==> config.mk <==
export PLATFORM = sky130hd
export DESIGN_NAME = efns_ctrl
export DESIGN_NICKNAME = d
export VERILOG_FILES = /design/src/efns_pkg.sv /design/src/efns_ctrl.sv
export SDC_FILE = /design/constraint.sdc
export NUM_CORES = 1
export LEC_CHECK = 0
export BUFFER_PORTS_ARGS = -buffer_cell sky130_fd_sc_hd__clkbuf_2
export CAP_MARGIN = 20
export CORE_MARGIN = 5
export CORE_UTILIZATION = 49
export CTS_CLUSTER_DIAMETER = 40
export DETAILED_ROUTE_END_ITERATION = 10
export PLACE_DENSITY = 0.77
export SYNTH_ARGS = -nofsm -noshare
export SYNTH_HDL_FRONTEND = slang
export SYNTH_SLANG_ARGS = --single-unit
==> constraint.sdc <==
create_clock -name clk -period 1.7 [get_ports clk]
set_input_delay 0.34 -clock clk [delete_from_list [all_inputs] [get_ports clk]]
set_output_delay 0.34 -clock clk [all_outputs]
set_load 0.005 [all_outputs]
==> src/efns_pkg.sv <==
`timescale 1ns / 1ps
// ----------------------------------------------------------------------------
// efns_pkg
// Shared types, codes and field layout of the exchange field neighbor sum block.
// ----------------------------------------------------------------------------
package efns_pkg;

  localparam int DEF_ATOMS         = 1024;
  localparam int DEF_ENSEMBLES     = 8;
  localparam int DEF_MAX_NEIGHBORS = 64;

  localparam int OP_W = 2;
  localparam logic [OP_W-1:0] OP_WR_MOMENT = 2'd0;
  localparam logic [OP_W-1:0] OP_WR_SLOT   = 2'd1;
  localparam logic [OP_W-1:0] OP_SET_COUNT = 2'd2;
  localparam logic [OP_W-1:0] OP_COMPUTE   = 2'd3;

  localparam int SITE_W  = 10;
  localparam int ENS_W   = 3;
  localparam int SLOT_W  = 6;
  localparam int NBR_W   = 10;
  localparam int VAL_W   = 32;
  localparam int COUNT_W = 7;

  localparam int S_TDATA_W = 168;
  localparam int M_TDATA_W = 112;

  // widest command fields over the parameter ranges
  localparam int SLOT_IDX_W = 8;
  localparam int ATOM_IDX_W = 16;
  localparam int CNT_STAT_W = 9;

  typedef struct packed {
    logic                  accept;
    logic                  start;
    logic                  issue;
    logic [SLOT_IDX_W-1:0] slot_idx;
    logic                  clr_en;
    logic [ATOM_IDX_W-1:0] clr_addr;
    logic                  finish;
  } cmd_t;

  typedef struct packed {
    logic [CNT_STAT_W-1:0] count;
    logic                  out_free;
  } status_t;

endpackage

==> src/efns_ctrl.sv <==
`timescale 1ns / 1ps
// ----------------------------------------------------------------------------
// efns_ctrl
// Sequencer: count memory clear after reset, item intake, neighbor walk,
// pipeline drain and result hand-off.
// ----------------------------------------------------------------------------
module efns_ctrl #(
  parameter int ATOMS         = efns_pkg::DEF_ATOMS,
  parameter int MAX_NEIGHBORS = efns_pkg::DEF_MAX_NEIGHBORS
) (
  input  logic                      clk,
  input  logic                      rst,
  input  logic                      s_tvalid,
  input  logic [efns_pkg::OP_W-1:0] op,
  output logic                      s_tready,
  input  efns_pkg::status_t         status,
  output efns_pkg::cmd_t            cmd
);

  localparam int ATOM_W = $clog2(ATOMS);
  localparam int J_W    = $clog2(MAX_NEIGHBORS + 1);

  localparam logic [2:0] S_CLEAR  = 3'd0;
  localparam logic [2:0] S_IDLE   = 3'd1;
  localparam logic [2:0] S_WALK   = 3'd2;
  localparam logic [2:0] S_DRAIN  = 3'd3;
  localparam logic [2:0] S_FINISH = 3'd4;

  logic [2:0]        state, state_next;
  logic [ATOM_W-1:0] clr_addr, clr_addr_next;
  logic [J_W-1:0]    j, j_next;
  logic [1:0]        drain, drain_next;
  logic [J_W-1:0]    n;

  assign n = status.count[J_W-1:0];

  always_comb begin
    state_next    = state;
    clr_addr_next = clr_addr;
    j_next        = j;
    drain_next    = drain;
    s_tready      = 1'b0;
    cmd           = '0;
    cmd.slot_idx  = efns_pkg::SLOT_IDX_W'(j);
    cmd.clr_addr  = efns_pkg::ATOM_IDX_W'(clr_addr);
    unique case (state)
      S_CLEAR: begin
        cmd.clr_en    = 1'b1;
        clr_addr_next = clr_addr + 1'b1;
        if (clr_addr == ATOM_W'(ATOMS - 1)) begin
          state_next = S_IDLE;
        end
      end
      S_IDLE: begin
        s_tready   = 1'b1;
        cmd.accept = s_tvalid;
        if (s_tvalid && op == efns_pkg::OP_COMPUTE) begin
          cmd.start  = 1'b1;
          j_next     = '0;
          state_next = S_WALK;
        end
      end
      S_WALK: begin
        if (j == n) begin
          drain_next = '0;
          state_next = S_DRAIN;
        end else begin
          cmd.issue = 1'b1;
          j_next    = j + 1'b1;
        end
      end
      S_DRAIN: begin
        drain_next = drain + 1'b1;
        if (drain == 2'd2) begin
          state_next = S_FINISH;
        end
      end
      S_FINISH: begin
        if (status.out_free) begin
          cmd.finish = 1'b1;
          state_next = S_IDLE;
        end
      end
      default: state_next = S_IDLE;
    endcase
  end

  always_ff @(posedge clk) begin
    if (rst) begin
      state    <= S_CLEAR;
      clr_addr <= '0;
      j        <= '0;
      drain    <= '0;
    end else begin
      state    <= state_next;
      clr_addr <= clr_addr_next;
      j        <= j_next;
      drain    <= drain_next;
    end
  end

`ifndef SYNTH
  a_walk_in_range: assert property (@(posedge clk) disable iff (rst)
    state == S_WALK |-> j <= n)
    else $error("walk index past neighbor count");

  a_issue_below_count: assert property (@(posedge clk) disable iff (rst)
    cmd.issue |-> j < n && state == S_WALK)
    else $error("slot read issued outside the count");

  a_clear_after_reset: assert property (@(posedge clk)
    $past(rst) |-> state == S_CLEAR && clr_addr == '0)
    else $error("clear pass not restarted by reset");

  a_finish_needs_room: assert property (@(posedge clk) disable iff (rst)
    cmd.finish |-> status.out_free && !s_tready)
    else $error("result loaded while output busy");
`endif

endmodule

# ---- Yosys cells after proc, flatten, opt, wreduce, memory -nomap -nowiden
# Cells that the tools add are included.
dict set report classes {
  n_addsub 3
  n_eq_ne 14
  muxes 19
  reduce_logical 7
}
# op n
set op_table {}
lappend op_table {{3-bit two-way mux} 5}
lappend op_table {{3-bit case mux with 5 select lines} 1}
lappend op_table {{7-bit two-way mux} 2}
lappend op_table {{7-bit case mux with 2 select lines} 1}
lappend op_table {{2-bit != test (second input constant)} 6}
lappend op_table {{10-bit by 1-bit adder with 10-bit output (second input constant)} 1}
lappend op_table {{10-bit equality test (second input constant)} 1}
lappend op_table {{7-bit by 1-bit adder with 7-bit output (second input constant)} 1}
lappend op_table {{7-bit equality test} 1}
lappend op_table {{1-bit two-way mux} 7}
lappend op_table {{3-bit by 2-bit equality test with 1-bit output (second input constant)} 2}
lappend op_table {{5-bit AND reduction} 1}
lappend op_table {{2-bit equality test (second input constant)} 2}
lappend op_table {{2-bit two-way mux} 2}
lappend op_table {{2-bit case mux with 2 select lines} 1}
lappend op_table {{2-bit nonzero test} 2}
lappend op_table {{3-bit by 1-bit equality test with 1-bit output (second input constant)} 1}
lappend op_table {{3-bit equality test (second input constant)} 1}
lappend op_table {{3-bit zero test} 1}
lappend op_table {{3-bit AND reduction} 1}
lappend op_table {{2-bit by 1-bit adder with 2-bit output (second input constant)} 1}
lappend op_table {{2-bit AND reduction} 1}
lappend op_table {{1-bit logical AND} 1}
dict set report word_totals {
  register_bits 22
  input_bits 15
  output_inout_bits 30
  wordCells 47
}

# ---- Logic depth before layout (Yosys ltp)
dict set report depth {
  ltp_word 4
  depth_mapped 6
  mapped_depth_nobuf 6
}

# ---- Worst setup path before layout
# OpenSTA, ideal clock, no wires.
dict set report synth_timing {
  path_kind {register -> register}
  start {register j[1]}
  end {register j[1]}
  setup_ns 0.070
  t_arrival_ns 1.473
  required_ns 1.630
  setup_slack_ns 0.157
  path_stages_with_launch 6
  path_buffers 0
  synth_period_minus_slack_ns 1.543
  cell_sequence {dfxtp_1 > xor2_1 > nor4_4 > a21oi_2 > or3b_1 > a21oi_1}
}
dict set report synth_via {
  elab_chain_cells 3
  elab_cells_between_ends 6
  cone_classes {add/sub (1); eq/ne (2); mux (2); reduce/logical (1)}
}
# item line_no
set synth_lines {}
lappend synth_lines {{from (decl)} efns_ctrl.sv:31} ;# logic [J_W-1:0] j, j_next;
lappend synth_lines {{from (signal assigned)} efns_ctrl.sv:97} ;# j <= j_next;
lappend synth_lines {{7-bit by 1-bit adder with 7-bit output or 7-bit equality test (tied branches)} {efns_ctrl.sv:69, efns_ctrl.sv:64}}
lappend synth_lines {{7-bit two-way mux or 2-bit != test (tied branches)} --}
lappend synth_lines {{7-bit case mux with 2 select lines or 3-bit AND reduction (tied branches)} --}
# Parallel ways exist; a longest one is shown, timed or not. The select of a mux whose other input is x is not followed.
# A chain may end at the register's enable or synchronous reset.

==> impl_metrics.py <==
metrics = {
    "status": {
        "outcome": "complete, but fails checks",
        "violations": "negative setup slack",
    },
    "die": {
        "pin_count": 45,
        "die_h_um": 60.91,
        "core_um2": 2477,
        "die_x_um": 60.91,
        "die-area_um2": 3710,
        "rows": 18,
        "start_util": 0.5126,
    },
    "setup_path": {
        "reg2reg_depth": 6,
        "r2r_slack_ns": -0.01,
        "worst_path_dominant_cell_family": "simple AND/OR/NAND/NOR gates",
        "critPathRequiredTime_ns": 1.36,
        "crit_start": "j[1]",
        "r2r_start": "j[1]",
        "crit_slowest_cell": "nor4_4",
        "r2r_end": "j[1]",
        "max_stage_delay_ns": 0.38,
        "crit_path_cell_trace": "xor2_2 -> nor4_4 -> a21oi_4 -> clkbuf_2",
        "worstSetupEndpointType": "output pin",
        "start_kind": "flip-flop",
        "crit_buf_inv": 1,
        "crit_type": "flip-flop to output pin",
        "critPathCapture": "cmd[26]",
        "cp.depth": 4,
        "path_max_fanout": 3,
        "arrival_ns": 1.44,
    },
    "finish": {
        "fin_area_um2": 1675,
        "antennaDiodeCount": 0,
        "finalNetCount": 218,
        "fill_cells": 195,
        "drive_above_1_share": 0.4020,
        "syn_to_final_growth_pct": 31.92,
        "finish.utilization": 0.6763,
    },
    "clocking": {
        "clock_path_buffers": 2,
        "cts_num_sinks": 22,
        "cts_htree_levels": 1,
        "cts_root_buf": "clkbuf_4",
        "cts_tree": "yes",
        "cts-buffers-inserted": 3,
        "clk_pin_slew_ns": 0.13,
        "clk_latency_ns": 0.31,
    },
    "sta": {
        "worst_slack_ns": -0.08036,
        "final_max_slew_viol_count": 0,
        "fmax_ghz": 0.5617,
        "hold_viol": 0,
        "skew_ns": 0.001198,
        "finalCriticalPeriod_ns": 1.780,
        "rsz0062_at_grt": "yes",
        "setup_viol": 4,
        "finalCritPeriodShare": 1.047,
    },
    "grt": {
        "grt_first_pass_wirelength_mm": 4.961,
        "grtUsageTotal": 0.1736,
        "antenna_found_initial": 0,
        "grt_pass1_vias": 1215,
        "overflow": 0,
        "grt_max_degree": 17,
    },
    "job": {
        "cap_violations": 0,
    },
    "detailed_routing": {
        "drc_errors": 0,
        "route.vias.total": 1256,
        "routed_wl_mm": 3.312,
        "routed_via_density": 5.485,
        "antenna_left": 0,
        "dr.pass1.iters": 4,
        "dr.first_iter.drc_count": 62,
        "wl_per_cell_um": 14.46,
    },
    "logic_synthesis": {
        "synth_edf_count": 0,
        "synthAdderAreaFrac": 0.02956,
        "synth_top_area_frac": 0.3468,
        "synthSimpleGateAreaFrac": 0.3232,
        "synth_top_flop_cell": "dfxtp_1",
        "synthCells": 150,
        "async_flop_share": 0,
        "synth_area_leaders": "dfxtp_1 35%, xor2_1 8.3%, nor2_1 5.9%",
        "synthMuxAreaShare": 0.007882,
        "ys_ff_latch": 22,
        "ys_seq_area_frac": 0.3468,
        "synth_xor_area_frac": 0.09655,
        "yosys.cell_types.count": 44,
        "synth_compound_area_frac": 0.1192,
        "synth.yosys.warnings": 0,
        "synth_most_common_cell": "dfxtp_1",
        "synth_area_per_cell_um2": 8.466,
        "yosysTopAreaCell": "dfxtp_1",
        "syn-cell-area_um2": 1270,
        "synth_top_family_by_area": "simple AND/OR/NAND/NOR gates",
        "yosys-top-cells-count": "22 x dfxtp_1, 20 x nor2_1, 12 x xor2_1",
    },
    "power": {
        "switching_power_uw": 339.3,
        "p_seq_frac": 0.465,
        "p_total_uw": 1254,
        "powerDensity_nw_per_um2": 748.6,
        "power_frac_clock": 0.325,
        "switching_share": 0.2705,
        "ir_worst_vdd_uv": 670.9,
        "p_leak_uw": 0.0007429,
        "pwr-share-comb": 0.210,
        "p_int_uw": 914.9,
    },
    "placement": {
        "gp_congestion": 0.7667,
        "place.detailed.hpwl_mm": 2.340,
        "pre_cts_slack_ns": -0.04803,
        "place_area_um2": 1483,
        "portBuffers": 35,
    },
    "min_path": {
        "hp-class": "primary input to flip-flop",
    },
}
## power by group through the flow
stage	clock [uW]	combinational (uW)	sequential [uW]
detailed placement	0	232	596
global placement	0	219	594
global route	440	292	587
CTS	415	243	584
finish	408	264	583
floorplan	0	151	592
## how the worst min path moves through the flow
| stage | cells past startpoint | start | to |
|---|---|---|---|
| finish | 2 | rst | state[1] |
| global route | 2 | rst | state[1] |
| CTS | 2 | rst | state[1] |
| detailed placement | 2 | drain[1] | drain[1] |
| global placement | 2 | drain[1] | drain[1] |
| floorplan | 2 | drain[1] | drain[1] |
## per-stage QoR
| stage | TNS, ns | cells | hold WS (ns) |
|---|---|---|---|
| global placement | 0 | 218 | 0.4803 |
| detailed placement | -0.1291 | 218 | 0.5008 |
| floorplan | 0 | 156 | 0.4705 |
| global route | -0.2206 | 229 | 0.3528 |
| CTS | -0.1410 | 225 | 0.3376 |
| finish | -0.09436 | 229 | 0.3571 |
## what timing repair did
| action | 4_1_cts | 5_1_grt |
|---|---|---|
| pin swaps | 4 | 7 |
| buffers inserted | 3 | 4 |
| hold buffers | 0 | 0 |
| setup endpoints to repair | 4 | 9 |
| resized for setup | 9 | 13 |
## routing by layer
metal	global-route usage	routed length (um)
met2	0.3344	1858
met4	0.04334	37
met3	0.04468	216
met5	0	0
met1	0.1858	1200
## cell usage in the layout, fill, tap and decap left out, drive strengths merged, types with 3 or more instances in the layout
cell type	n
or3	3
xor2	12
o21ai	10
nor3	6
ha	3
or2	3
and3	3
a31oi	3
a21oi	6
conb	7
nand2	10
nand3	7
buf	15
dfxtp	22
inv	3
nor2	20
clkbuf	38
nand2b	5
## cell families (layout without fill, tap and decap cells)
family                     after synthesis  count (layout)
xor gates and xnor gates                14              14
DFF                                     22              22
muxes                                    1               1
and+or+nand+nor                         71              71
AOI/OAI and AO/OA                       24              24
other                                    1               7
adders and majority gates                3               3
buffers and inverters                   14              57
## sequential cells by signal, summed over array words and instances (netlist names)
| name | cells |
|---|---|
| clr_addr | 10 |
| j | 7 |
| state | 3 |
| drain | 2 |
## layout make-up
cell class / instances / area [um^2] / area share
multi-input cells: 120 / 827.0 / 0.4937
flip-flops and latches: 22 / 455.4 / 0.2718
repair buffers: 50 / 291.5 / 0.1740
well taps: 30 / 37.54 / 0.02240
clock inverters: 1 / 30.03 / 0.01792
clock buffers: 3 / 22.52 / 0.01344
inverters: 3 / 11.26 / 0.006721
(Power assumes the default switching activity.)
